--- src/cbts_pkg.sv ---
`default_nettype none
// ----------------------------------------------------------------------------
// CAN bit-timing solver package
// Shared types, constants and the sample-point split function.
// ----------------------------------------------------------------------------
package cbts_pkg;

    localparam int CLK_W   = 28;
    localparam int RATE_W  = 20;
    localparam int QUOT_W  = 15;
    localparam int SUM_W   = 5;
    localparam int CNT_W   = 5;
    localparam int PRESC_W = 11;

    localparam logic [RATE_W-1:0]  FAST_RATE     = 20'd1000000;
    localparam logic [SUM_W-1:0]   QUANTA_FAST   = 5'd10;
    localparam logic [SUM_W-1:0]   QUANTA_SLOW   = 5'd18;
    localparam logic [SUM_W-1:0]   MIN_SUM       = 5'd2;
    localparam logic [QUOT_W-1:0]  PRESCALER_MAX = 15'd1024;
    localparam logic [SUM_W-1:0]   MAX_SEG1      = 5'd16;
    localparam logic [SUM_W-1:0]   MAX_SEG2      = 5'd8;
    localparam logic [1:0]         SJW_CODE      = 2'd3;
    localparam logic [14:0]        PERMILL_FULL  = 15'd1000;
    localparam logic [14:0]        PERMILL_LIMIT = 15'd901;
    localparam logic [CLK_W-1:0]   CLOCK_RESET   = 28'd54000000;

    localparam logic [CNT_W-1:0]   DIV_STEPS     = 5'd28;
    localparam logic [CNT_W-1:0]   TRIAL_STEPS   = 5'd15;

    typedef enum logic [4:0] {
        ST_IDLE  = 5'b00001,
        ST_DIV   = 5'b00010,
        ST_TRIAL = 5'b00100,
        ST_CHECK = 5'b01000,
        ST_DONE  = 5'b10000
    } state_t;

    // Splits the segment sum for a sample point near 87.5 percent. The rounded
    // split is kept unless its sample point lies above 90 percent.
    function automatic logic [SUM_W-1:0] seg1_split(input logic [SUM_W-1:0] sum);
        logic [7:0]       t_round;
        logic [7:0]       t_trunc;
        logic [SUM_W-1:0] s_round;
        logic [14:0]      lhs;
        logic [14:0]      rhs;
        t_round = ({3'b000, sum} * 8'd7) + 8'd3;
        t_trunc = ({3'b000, sum} * 8'd7) - 8'd1;
        s_round = t_round[7:3];
        lhs = PERMILL_FULL * ({10'd0, s_round} + 15'd1);
        rhs = PERMILL_LIMIT * ({10'd0, sum} + 15'd1);
        if (lhs >= rhs)
        begin
            return t_trunc[7:3];
        end
        return s_round;
    endfunction

endpackage
`default_nettype wire

--- src/can_bit_timing_solver_core.sv ---
`default_nettype none
// ----------------------------------------------------------------------------
// CAN bit-timing solver core
// Finds prescaler and segment codes for a requested bitrate from the
// configured peripheral clock, using one shared shift-subtract divider.
// ----------------------------------------------------------------------------
// Flow: after acceptance, the 28-step clock division runs, then one 15-step
// modulo trial per divisor (one to sixteen trials), a check and the result;
// a zero bitrate skips the division and an out-of-range quotient skips the trials.
// Throughput: one transaction at a time; the clock division and the modulo
// trials share the same divider.
// Reset: asynchronous, active low; the clock register returns to 54000000.
module can_bit_timing_solver_core (
    input  wire logic                            clk,
    input  wire logic                            rst_n,
    input  wire logic                            cfg_valid,
    output logic                                 cfg_ready,
    input  wire logic [cbts_pkg::CLK_W-1:0]      cfg_data,
    input  wire logic                            in_valid,
    output logic                                 in_ready,
    input  wire logic [cbts_pkg::RATE_W-1:0]     req_bitrate,
    output logic                                 out_valid,
    input  wire logic                            out_ready,
    output logic                                 ok,
    output logic [cbts_pkg::PRESC_W-1:0]         prescaler,
    output logic [1:0]                           jump_width_code,
    output logic [3:0]                           seg1_code,
    output logic [2:0]                           seg2_code
);
    import cbts_pkg::*;

    state_t                 state_reg, state_next;
    logic [CLK_W-1:0]       clock_reg;
    logic [CNT_W-1:0]       cnt_reg, cnt_next;
    logic [RATE_W-1:0]      rem_reg, rem_next;
    logic [CLK_W-1:0]       quo_reg, quo_next;
    logic [RATE_W-1:0]      div_reg, div_next;
    logic [SUM_W-1:0]       sum_reg, sum_next;
    logic [QUOT_W-1:0]      quot_reg, quot_next;
    logic [RATE_W-1:0]      rem1_reg, rem1_next;
    logic                   res_ok_reg, res_ok_next;
    logic [PRESC_W-1:0]     res_presc_reg, res_presc_next;
    logic [3:0]             res_seg1_reg, res_seg1_next;
    logic [2:0]             res_seg2_reg, res_seg2_next;
    logic                   out_valid_reg;
    logic                   ok_reg;
    logic [PRESC_W-1:0]     presc_reg;
    logic [1:0]             sjw_reg;
    logic [3:0]             seg1_reg;
    logic [2:0]             seg2_reg;

    logic [RATE_W:0]        trial;
    logic                   trial_ge;
    logic [RATE_W-1:0]      step_rem;
    logic [CLK_W-1:0]       step_quo;
    logic [QUOT_W-1:0]      presc_cand;
    logic [SUM_W-1:0]       seg1_val;
    logic [SUM_W-1:0]       seg2_val;
    logic                   sol_ok;
    logic                   out_load;
    logic                   in_fire;

    assign cfg_ready = 1'b1;
    assign in_ready  = (state_reg == ST_IDLE);
    assign in_fire   = in_valid && in_ready;

    // Shared restoring divider step.
    assign trial    = {rem_reg, quo_reg[CLK_W-1]};
    assign trial_ge = (trial >= {1'b0, div_reg});
    assign step_rem = trial_ge ? (trial[RATE_W-1:0] - div_reg) : trial[RATE_W-1:0];
    assign step_quo = {quo_reg[CLK_W-2:0], trial_ge};

    assign presc_cand = quo_reg[QUOT_W-1:0];
    assign seg1_val   = seg1_split(sum_reg);
    assign seg2_val   = sum_reg - seg1_val;
    assign sol_ok     = (presc_cand != '0) && (presc_cand <= PRESCALER_MAX)
                        && (rem1_reg < {{(RATE_W-QUOT_W){1'b0}}, quot_reg})
                        && (seg1_val != '0) && (seg1_val <= MAX_SEG1)
                        && (seg2_val != '0) && (seg2_val <= MAX_SEG2);

    assign out_load = (state_reg == ST_DONE) && (!out_valid_reg || out_ready);

    always_comb
    begin
        state_next     = state_reg;
        cnt_next       = cnt_reg;
        rem_next       = rem_reg;
        quo_next       = quo_reg;
        div_next       = div_reg;
        sum_next       = sum_reg;
        quot_next      = quot_reg;
        rem1_next      = rem1_reg;
        res_ok_next    = res_ok_reg;
        res_presc_next = res_presc_reg;
        res_seg1_next  = res_seg1_reg;
        res_seg2_next  = res_seg2_reg;
        case (state_reg)
            ST_IDLE:
            begin
                if (in_fire)
                begin
                    res_ok_next    = 1'b0;
                    res_presc_next = '0;
                    res_seg1_next  = '0;
                    res_seg2_next  = '0;
                    rem_next       = '0;
                    quo_next       = clock_reg;
                    div_next       = req_bitrate;
                    sum_next       = (req_bitrate >= FAST_RATE) ? (QUANTA_FAST - 5'd1)
                                                                : (QUANTA_SLOW - 5'd1);
                    if (req_bitrate == '0)
                    begin
                        state_next = ST_DONE;
                    end
                    else
                    begin
                        cnt_next   = DIV_STEPS;
                        state_next = ST_DIV;
                    end
                end
            end
            ST_DIV:
            begin
                if (cnt_reg != '0)
                begin
                    rem_next = step_rem;
                    quo_next = step_quo;
                    cnt_next = cnt_reg - 5'd1;
                end
                else if ((quo_reg == '0) || (quo_reg[CLK_W-1:QUOT_W] != '0))
                begin
                    state_next = ST_DONE;
                end
                else
                begin
                    quot_next  = quo_reg[QUOT_W-1:0];
                    rem1_next  = rem_reg;
                    rem_next   = '0;
                    quo_next   = {quo_reg[QUOT_W-1:0], {(CLK_W-QUOT_W){1'b0}}};
                    div_next   = {{(RATE_W-SUM_W){1'b0}}, sum_reg + 5'd1};
                    cnt_next   = TRIAL_STEPS;
                    state_next = ST_TRIAL;
                end
            end
            ST_TRIAL:
            begin
                if (cnt_reg != '0)
                begin
                    rem_next = step_rem;
                    quo_next = step_quo;
                    cnt_next = cnt_reg - 5'd1;
                end
                else if (rem_reg == '0)
                begin
                    state_next = ST_CHECK;
                end
                else if (sum_reg == MIN_SUM)
                begin
                    state_next = ST_DONE;
                end
                else
                begin
                    sum_next = sum_reg - 5'd1;
                    rem_next = '0;
                    quo_next = {quot_reg, {(CLK_W-QUOT_W){1'b0}}};
                    div_next = {{(RATE_W-SUM_W){1'b0}}, sum_reg};
                    cnt_next = TRIAL_STEPS;
                end
            end
            ST_CHECK:
            begin
                if (sol_ok)
                begin
                    res_ok_next    = 1'b1;
                    res_presc_next = presc_cand[PRESC_W-1:0];
                    res_seg1_next  = 4'(seg1_val - 5'd1);
                    res_seg2_next  = 3'(seg2_val - 5'd1);
                end
                state_next = ST_DONE;
            end
            ST_DONE:
            begin
                if (out_load)
                begin
                    state_next = ST_IDLE;
                end
            end
            default:
            begin
                state_next = ST_IDLE;
            end
        endcase
    end

    always_ff @(posedge clk or negedge rst_n)
    begin
        if (!rst_n)
        begin
            state_reg     <= ST_IDLE;
            cnt_reg       <= '0;
            clock_reg     <= CLOCK_RESET;
            out_valid_reg <= 1'b0;
        end
        else
        begin
            state_reg <= state_next;
            cnt_reg   <= cnt_next;
            if (cfg_valid && cfg_ready)
            begin
                clock_reg <= cfg_data;
            end
            if (out_load)
            begin
                out_valid_reg <= 1'b1;
            end
            else if (out_ready)
            begin
                out_valid_reg <= 1'b0;
            end
        end
    end

    always_ff @(posedge clk)
    begin
        rem_reg       <= rem_next;
        quo_reg       <= quo_next;
        div_reg       <= div_next;
        sum_reg       <= sum_next;
        quot_reg      <= quot_next;
        rem1_reg      <= rem1_next;
        res_ok_reg    <= res_ok_next;
        res_presc_reg <= res_presc_next;
        res_seg1_reg  <= res_seg1_next;
        res_seg2_reg  <= res_seg2_next;
        if (out_load)
        begin
            ok_reg    <= res_ok_reg;
            presc_reg <= res_presc_reg;
            sjw_reg   <= res_ok_reg ? SJW_CODE : 2'd0;
            seg1_reg  <= res_seg1_reg;
            seg2_reg  <= res_seg2_reg;
        end
    end

    assign out_valid       = out_valid_reg;
    assign ok              = ok_reg;
    assign prescaler       = presc_reg;
    assign jump_width_code = sjw_reg;
    assign seg1_code       = seg1_reg;
    assign seg2_code       = seg2_reg;

`ifndef SYNTHESIS
    // A successful result always carries the fixed jump width.
    assert property (@(posedge clk) disable iff (!rst_n)
        out_valid && ok |-> jump_width_code == SJW_CODE)
        else $error("successful result without fixed jump width");

    // A failed result carries zeros in every field.
    assert property (@(posedge clk) disable iff (!rst_n)
        out_valid && !ok |-> prescaler == '0 && jump_width_code == 2'd0
                             && seg1_code == 4'd0 && seg2_code == 3'd0)
        else $error("failed result with nonzero fields");

    // The step counter only runs while the divider is in use.
    assert property (@(posedge clk) disable iff (!rst_n)
        cnt_reg != '0 |-> state_reg == ST_DIV || state_reg == ST_TRIAL)
        else $error("step counter running outside divider states");

    // An accepted transaction always leaves the idle state.
    assert property (@(posedge clk) disable iff (!rst_n)
        in_valid && in_ready |=> state_reg != ST_IDLE)
        else $error("accepted transaction did not start work");
`endif

endmodule
`default_nettype wire

--- config.mk ---
export PLATFORM = sky130hd
export DESIGN_NAME = can_bit_timing_solver_core
export DESIGN_NICKNAME = d
export VERILOG_FILES = /design/src/cbts_pkg.sv /design/src/can_bit_timing_solver_core.sv
export SDC_FILE = /design/constraint.sdc
export NUM_CORES = 1
export LEC_CHECK = 0
export BUFFER_PORTS_ARGS = -buffer_cell sky130_fd_sc_hd__clkbuf_2
export CORE_ASPECT_RATIO = 1.75
export CORE_UTILIZATION = 55
export DETAILED_ROUTE_END_ITERATION = 7
export GPL_ROUTABILITY_DRIVEN = 0
export PLACE_DENSITY = 0.8
export SLEW_MARGIN = 20
export SYNTH_ARGS = -nofsm -noshare
export SYNTH_HDL_FRONTEND = slang
export SYNTH_SLANG_ARGS = --single-unit
export TNS_END_PERCENT = 50
--- constraint.sdc ---
create_clock -name clk -period 9.4 [get_ports clk]
set_input_delay 0 -clock clk [delete_from_list [all_inputs] [get_ports clk]]
set_output_delay 0 -clock clk [all_outputs]
set_load 0.03 [all_outputs]
; ---- Word level (Yosys, flattened, before mapping)
; Index checks and enable logic that the tools add are counted.
[word_totals]
wordCells = 154
output_inout_bits = 24
input_bits = 53
ff_bits = 187
[op_classes]
bitwise_logic = 2
n_eq_ne = 19
multipliers = 3
mux = 63
add_sub_neg = 11
n_lt_le_gt_ge = 7
reduce_logical = 30
[ops]
columns = op, count
row1 = $mux W20, 13
row2 = $mux W28, 6
row3 = $pmux W20 S3, 2
row4 = $mux W5, 22
row5 = $pmux W28 S3, 1
row6 = $logic_not A20 Y1, 2
row7 = $logic_not A28 Y1, 1
row8 = $pmux W5 S5, 1
row9 = $mux W11, 2
row10 = $pmux W11 S2, 1
row11 = $ge A21 B20 Y1, 1
row12 = $ge A20 B20 Y1 const B, 1
row13 = $lt A20 B15 Y1, 1
row14 = $sub A20 B20 Y20, 1
row15 = $ne A2 B2 Y1 const B, 8
row16 = $ge A15 B15 Y1, 1
row17 = $le A15 B11 Y1 const B, 1
row18 = $mul A10 B6 Y15 const A, 1
row19 = $pmux W5 S3, 1
row20 = $reduce_and A5 Y1, 3
row21 = $reduce_bool A15 Y1, 1
row22 = $reduce_bool A5 Y1, 3
row23 = $reduce_bool A13 Y1, 1
row24 = $add A5 B1 Y6 const B, 2
row25 = other kinds (35), 58

; ---- Longest topological paths before layout
; Gate-level depths: netlist of run 1.
[logic_depth]
ltp_word = 14
ltp_mapped = 43
mapped_depth_nobuf = 43

; ---- Worst setup path before layout of run 1
; OpenSTA, ideal clock, no wires.
[synth_timing]
kind = reg-to-reg
from = register sum_reg[2]
to = register res_ok_reg, enable pin
synth_period_minus_slack_ns = 10.358
t_arrival_ns = 9.934
stages_incl_launch_ff = 37
setup_ns = 0.425
setup_slack_ns = -0.958
path_cell_list = edfxtp_1 fa_1 ha_1 fa_1 xnor2_1 o21ai_0 and2_1 ha_1 xnor2_1 ha_1 xnor2_1 inv_1 fa_1 fa_1 inv_1 ha_1 a21oi_1 o21bai_1 a21oi_1 xnor2_1 ha_1 a21o_1 a21oi_1 nand2_1 o21ai_0 a31oi_4 o21ai_0 ha_1 inv_1 ha_1 or3_1 clkbuf_1 maj3_2 a21oi_1 xnor2_1 mux2i_1 o31ai_1
[synth_via]
elab_chain_len = 14
word_cells_on_any_way = 22
[synth_rtl]
columns = element, line_no
row1 = start: declaration, can_bit_timing_solver_core.sv:38  ; logic [SUM_W-1:0] sum_reg, sum_next;
row2 = start signal: assignment, can_bit_timing_solver_core.sv:228  ; sum_reg <= sum_next;
row3 = branches (longest 11 deep; another with $ge A15 B15 Y1), n/a
row4 = $logic_and A1 B1 Y1 *, can_bit_timing_solver_core.sv:79  ; && (seg2_val != '0) && (seg2_val <= MAX_SEG2);
row5 = $ne A2 B2 Y1 (no source line) *, n/a
row6 = $reduce_and A3 Y1 (no source line) *, n/a
row7 = end signal: assignment, can_bit_timing_solver_core.sv:231  ; res_ok_reg <= res_ok_next;
row8 = end: declaration, can_bit_timing_solver_core.sv:41  ; logic res_ok_reg, res_ok_next;
; Mark *: on every way between the ends. The select of a mux whose other input is x is not followed.
; A chain may end at the register's enable or synchronous reset.

; ---- Worst setup path in the final report of run 1
[layout_timing]
from = register sum_reg[1]
to = register res_seg1_reg[3], enable pin
[layout_via]
elab_chain_len = 14
word_cells_on_any_way = 22
[layout_rtl]
columns = element, line_no
row1 = branches (longest 11 deep; another with $ge A15 B15 Y1), n/a
row2 = $logic_and A1 B1 Y1 *, can_bit_timing_solver_core.sv:79
row3 = $ne A2 B2 Y1 (no source line) *, n/a
row4 = $reduce_and A3 Y1 (no source line) *, n/a
row5 = end signal: assignment, can_bit_timing_solver_core.sv:233  ; res_seg1_reg <= res_seg1_next;
row6 = end: declaration, can_bit_timing_solver_core.sv:43  ; logic [3:0] res_seg1_reg, res_seg1_next;
; Marked as above.

==> run_results.csv, run 1 <==
group,metric,value,unit
critical_path,worst_path_max_delay_cell,"fa_2",
global_route,overflow,0,
yosys,yosys-top-cells-area,"edfxtp_1 38%, ha_1 13%, dfrtp_1 5.1%",
floorplan,io_pins,77,
yosys,yosysUniqueCellTypes,64,
critical_path,worstSetupStartpointType,"register",
finish,fin_area,14000,um2
critical_path,worst-path-max-fanout,6,
yosys,synth-async-reset-ratio,21.1,%
clock_network,clock-root-buffer,"clkbuf_16",
critical_path,arrival,9260,ps
global_route,grt_util_met1,24.2,%
yosys,synth_area_leader_cell,"edfxtp_1",
global_route,first_global_vias,8640,
routing,finalWirelength,26000,um
clock_network,htree_num_levels,4,
yosys,synth_common_cells,"146 x edfxtp_1, 118 x ha_1, 102 x inv_1",
yosys,yosysWarnings,0,
floorplan,start_util,56.1,%
routing,vias_per_cell,5.77,
critical_path,critPathCaptureType,"register",
yosys,synth-edff-count,146,
yosys,yosys_most_used_dff,"edfxtp_1",
floorplan,dieArea,21900,um2
finish,fillers,1531,
clock_network,clk_pin_slew_worst_paths,70,ps
yosys,ys_seq_elements,185,
clock_network,cts_tree,"done",
finish,drive_gt1_share,20.8,%
global_route,grt_use_met3,3.12,%
critical_path,crit_family,"adder cells",
yosys,syn-num-nets,1267,
clock_network,cts_buffers,17,
finish,stdcell_count,1495,
critical_path,cp_common_cell,"ha_2",
yosys,netlist_area,11700,um2
finish,multi_input_area,6040,um2
routing,drt_iter0_drc,479,
timing,slew-limit-headroom,39.4,%
timing,slew_viol_final,0,
global_route,grt_max_degree,49,
yosys,ys_seq_area_share,46.0,%
status,status,"finished with violations",
yosys,synth_cells,1074,
finish,num_antenna_cells,0,
clock_network,clkSinkCount,185,
floorplan,rows,70,
finish,nNetsFinal,1423,
place,post-dp-hpwl,19300,um
floorplan,die_h,195,um
critical_path,cp.required,9550,ps
place,place_inst,1395,
clock_network,clock_latency,430,ps
worst_hold_path,hp-class,"in -> reg",
finish,seqCellArea,5380,um2
global_route,grtUsageMet2,48.3,%
yosys,yosysMostFrequentCell,"edfxtp_1",
timing,min_period,9110,ps
routing,wl_per_cell,17.4,um
floorplan,core_region_area,20800,um2
routing,drc,4,
timing,hold_violations,0,
place,placement.cell_area,12500,um2
global_route,antenna_found_initial,0,
finish,final_util,67.0,%
timing,setup_violations,0,
timing,tightest_slew,905,ps
clock_network,clk_path_buf_depth,2,
floorplan,dieWidth,112,um
finish,syn_to_final_growth,19.4,%
critical_path,critPathBufInv,5,
routing,antenna_left,0,
timing,max_freq,110,MHz
global_route,grt_first_pass_wirelength,40900,um
global_route,grt_usage,24.1,%
status,violations,"design-rule violations",
flow_run,cap_viol_max_count,0,
timing,fin_skew,11.1,ps
yosys,synth_top_area_share,37.5,%
yosys,syn_avg_cell_area,10.9,um2
global_route,grt-busiest-layer,"met2",
place,port_buffers,75,
timing,finalCritPeriodShare,96.9,%
critical_path,crit_path_max_incr_delay,590,ps
routing,vias,8625,
critical_path,critPathKind,"reg -> reg",
routing,dr.pass1.iters,8,
placed cells by master, fill, tap and decap left out, types with 15 or more instances in the layout:
| cell type | Yosys | final |
|---|---|---|
| nand3_1 | 29 | 29 |
| and2_1 | 20 | 20 |
| dfrtp_1 | 24 | 24 |
| and3_1 | 16 | 16 |
| dlygate4sd3_1 | 0 | 50 |
| nand2_1 | 75 | 73 |
| fa_1 | 22 | 18 |
| edfxtp_1 | 146 | 146 |
| clkbuf_2 | 0 | 74 |
| a22oi_1 | 32 | 32 |
| nor3_1 | 17 | 15 |
| ha_1 | 118 | 111 |
| dfstp_2 | 15 | 15 |
| o21ai_0 | 43 | 40 |
| xor2_1 | 19 | 18 |
| buf_4 | 3 | 42 |
| nor4_1 | 18 | 16 |
| mux2_2 | 28 | 28 |
| mux2i_1 | 19 | 19 |
| nor2_1 | 75 | 69 |
| inv_1 | 102 | 100 |
| xnor2_1 | 41 | 35 |
| a21oi_1 | 48 | 41 |
| clkbuf_16 | 0 | 18 |
| a21o_1 | 23 | 23 |
timing repair:
item | 4_1_cts | 5_1_grt
endpoints found under the setup margin | 19 | 19
pin swaps | 0 | 26
hold buffers | 50 | 0
gates cloned | 0 | 2
setup buffers | 4 | 12
gates resized for setup | 7 | 42
hold endpoints to repair | 74 | 0
cells by family (layout without fill, tap and decap cells):
kind of cell / count (synthesis) / after routing / synth area share, %
XOR/XNOR: 62 / 62 / 4.77
multiplexers: 47 / 47 / 4.32
AND/OR/NAND/NOR: 297 / 297 / 12.3
other: 2 / 2 / 0.0643
AO/OA/AOI/OAI: 203 / 203 / 11.4
flip-flops: 185 / 185 / 46.0
buffers and inverters: 137 / 306 / 4.63
adder cells (fa/ha/maj): 141 / 141 / 16.5
through the flow:
stage	hold WS (ps)	TNS (ps)	setup WS, ps
after global placement	209	0	90.2
final	29.2	0	294
after CTS	10.2	0	24.6
after detailed placement	217	-4900	-258
after floorplan	-296	0	14.9
after global routing	40.3	-1380	-102
worst paths after layout:
path                                   from               to  slack, ps  cells after the start
max                              sum_reg[1]  res_seg1_reg[3]        290                     37
min in group asynchronous             rst_n     clock_reg[2]        230                      2
min                                in_valid     state_reg[3]         30                      3
max in group asynchronous             rst_n    clock_reg[23]       8590                      2
max reg2reg                      sum_reg[1]  res_seg1_reg[3]        290                     37
min reg2reg                res_presc_reg[6]     prescaler[6]        420                      0
worst reg2reg max path, delay by kind of cell (launching register included):
| family | cells | cell delay, ps |
|---|---|---|
| flip-flops | 1 | 460 |
| buffers and inverters | 5 | 550 |
| AO/OA/AOI/OAI | 9 | 1640 |
| adder cells (fa/ha/maj) | 12 | 4050 |
| XOR/XNOR | 4 | 730 |
| AND/OR/NAND/NOR | 6 | 1230 |
| multiplexers | 1 | 130 |
area by class of cell:
| cell class | count | area share (%) |
|---|---|---|
| Timing Repair Buffer | 171 | 9.08 |
| Tap cell | 252 | 2.26 |
| Clock buffer | 19 | 3.10 |
| Multi-Input combinational cell | 752 | 43.3 |
| Inverter | 103 | 2.77 |
| Clock inverter | 13 | 0.986 |
| Sequential cell | 185 | 38.5 |
layer usage:
| layer | part of all wire (%) | vias to the layer above |
|---|---|---|
| met1 | 36 | 4172 |
| met4 | 3.2 | 0 |
| li1 | - | 4135 |
| met2 | 57 | 261 |
| met5 | 0 | - |
| met3 | 4.1 | 57 |
Power of run 1 is left out: the tool's default activity adds up to more than one toggle a clock period on the data nets, which glitch-free logic cannot reach.
==> run 2: changes to the inputs <==
Settings changed: CTS_BUF_LIST from default to sky130_fd_sc_hd__clkbuf_8.
==> run 2 against run 1 <==
Effect of this change: the flow still finishes with violations (design-rule violations); maximum frequency is 1.1% lower; critical endpoint is now res_presc_reg[0]; via count is 1.0% lower; register-to-register slack worse by 100 ps; first-iteration DRC count is 13% lower.
==> run_results.csv, run 2 (same netlist as run 1, synthesis figures left out) <==
group,metric,value,unit
status,status,"finished with violations",
status,violations,"design-rule violations",
critical_path,worst_path_max_delay_cell,"fa_2",
global_route,grt_usage,23.8,%
global_route,overflow,0,
routing,vias,8537,
routing,wl_met2,14600,um
routing,vias_per_cell,5.71,
critical_path,cp.required,9590,ps
routing,drt_iter0_drc,416,
finish,syn_to_final_growth,17.4,%
routing,drc,5,
routing,finalWirelength,25700,um
clock_network,cts_tree,"done",
finish,num_antenna_cells,0,
critical_path,worstSetupStartpointType,"register",
global_route,grt_max_degree,49,
clock_network,clock-root-buffer,"clkbuf_8",
finish,final_common_cell,"edfxtp_1",
finish,drive_gt1_share,20.4,%
timing,fin_skew,21.9,ps
timing,max_freq,109,MHz
worst_hold_path,hp-class,"in -> async",
critical_path,arrival,9400,ps
flow_run,cap_viol_max_count,0,
critical_path,critPathCaptureType,"register",
routing,met3_length,946,um
critical_path,critPathKind,"reg -> reg",
clock_network,clkSinkCount,185,
floorplan,rows,70,
critical_path,startpoint,"sum_reg[1]",
routing,antenna_left,0,
routing,dr.pass1.iters,7,
timing,slew_viol_final,0,
finish,final_cell_mix,"146 x edfxtp_1, 113 x ha_1, 102 x inv_1",
finish,final_util,65.8,%
critical_path,worst-path-max-fanout,6,
global_route,antenna_found_initial,0,
floorplan,die_h,195,um
critical_path,worstSetupPathDepth,37,
timing,min_period,9210,ps
timing,setup_violations,0,
global_route,first_global_vias,8577,
timing,finalCritPeriodShare,98.0,%
critical_path,critPathBufInv,3,
timing,tightest_slew,900,ps
critical_path,worstReg2RegEnd,"res_presc_reg[0]",
timing,slew-limit-headroom,39.7,%
finish,nNetsFinal,1423,
clock_network,cts_buffers,17,
clock_network,clk_pin_slew_worst_paths,100,ps
critical_path,crit_path_max_incr_delay,590,ps
place,post-dp-hpwl,19300,um
clock_network,clock_latency,470,ps
routing,top_layer,"met4",
finish,fillers,1547,
place,port_buffers,75,
routing,drt-met1-wl,9190,um
critical_path,setup.worst_path.end,"res_presc_reg[0]",
floorplan,io_pins,77,
timing,hold_violations,0,
floorplan,dieArea,21900,um2
floorplan,dieWidth,112,um
critical_path,r2r-start,"sum_reg[1]",
clock_network,clk_path_buf_depth,2,
critical_path,r2r_slack,190,ps
floorplan,start_util,56.1,%
critical_path,r2r_cells,37,
critical_path,crit_family,"adder cells",
global_route,grt_first_pass_wirelength,40500,um
floorplan,core_region_area,20800,um2
clock_network,htree_num_levels,4,
routing,wl_per_cell,17.2,um
-- run 2: cell count changes in the layout (fill, tap and decap cells not counted) --
cell and delta:
a21oi_1 +1, a21oi_2 -1, buf_12 -1, clkbuf_1 -2, clkbuf_16 -17, clkbuf_8 +17, dlygate4sd3_1 +1, ha_1 +2
ha_4 -2, inv_1 +2, o21ai_1 +1, o21ai_2 -1
-- run 2: metrics by stage --
step	hold WS, ps	setup TNS, ps	std cells	cell area, um2	worst slack, ps
2_1_floorplan	-296	0	1074	11700	14.9
3_3_place_gp	209	0	1395	12500	90.2
3_5_place_dp	217	-4900	1395	12500	-258
4_1_cts	237	0	1482	13400	12.9
5_1_grt	257	-3790	1495	13700	-220
6_report	182	0	1495	13700	192
-- run 2: worst min-delay path by stage --
stage | from | to | slack [ps]
2_1_floorplan | rst_n | clock_reg[0] | -300
3_3_place_gp | rst_n | clock_reg[10] | 210
3_5_place_dp | rst_n | clock_reg[10] | 220
4_1_cts | rst_n | clock_reg[2] | 240
5_1_grt | rst_n | clock_reg[2] | 260
6_report | rst_n | clock_reg[2] | 180
-- run 2: layout make-up --
| class | instances | area, um2 | share of cell area (%) |
|---|---|---|---|
| multi-input combinational | 752 | 6010 | 43.8 |
| sequential | 185 | 5380 | 39.2 |
| clock buffer | 17 | 234 | 1.70 |
| inverter | 103 | 387 | 2.82 |
| timing repair buffer | 171 | 1260 | 9.16 |
| clock inverter | 15 | 145 | 1.06 |
| tap | 252 | 315 | 2.30 |
-- run 2: per-layer routing --
layer | GRT usage [%] | vias to the layer above
met4 | 12.1 | 0
li1 | - | 4144
met5 | 0 | -
met2 | 47.3 | 232
met1 | 23.8 | 4103
met3 | 2.40 | 58
-- run 2: what timing repair did --
action,CTS,global route
gates resized for setup,7,38
setup endpoints to repair,19,19
endpoints found under the hold margin,76,0
hold buffers,51,0
buffers inserted,4,11
gates cloned,0,2
pin swaps,0,22
Power of run 2 is left out for the same reason.
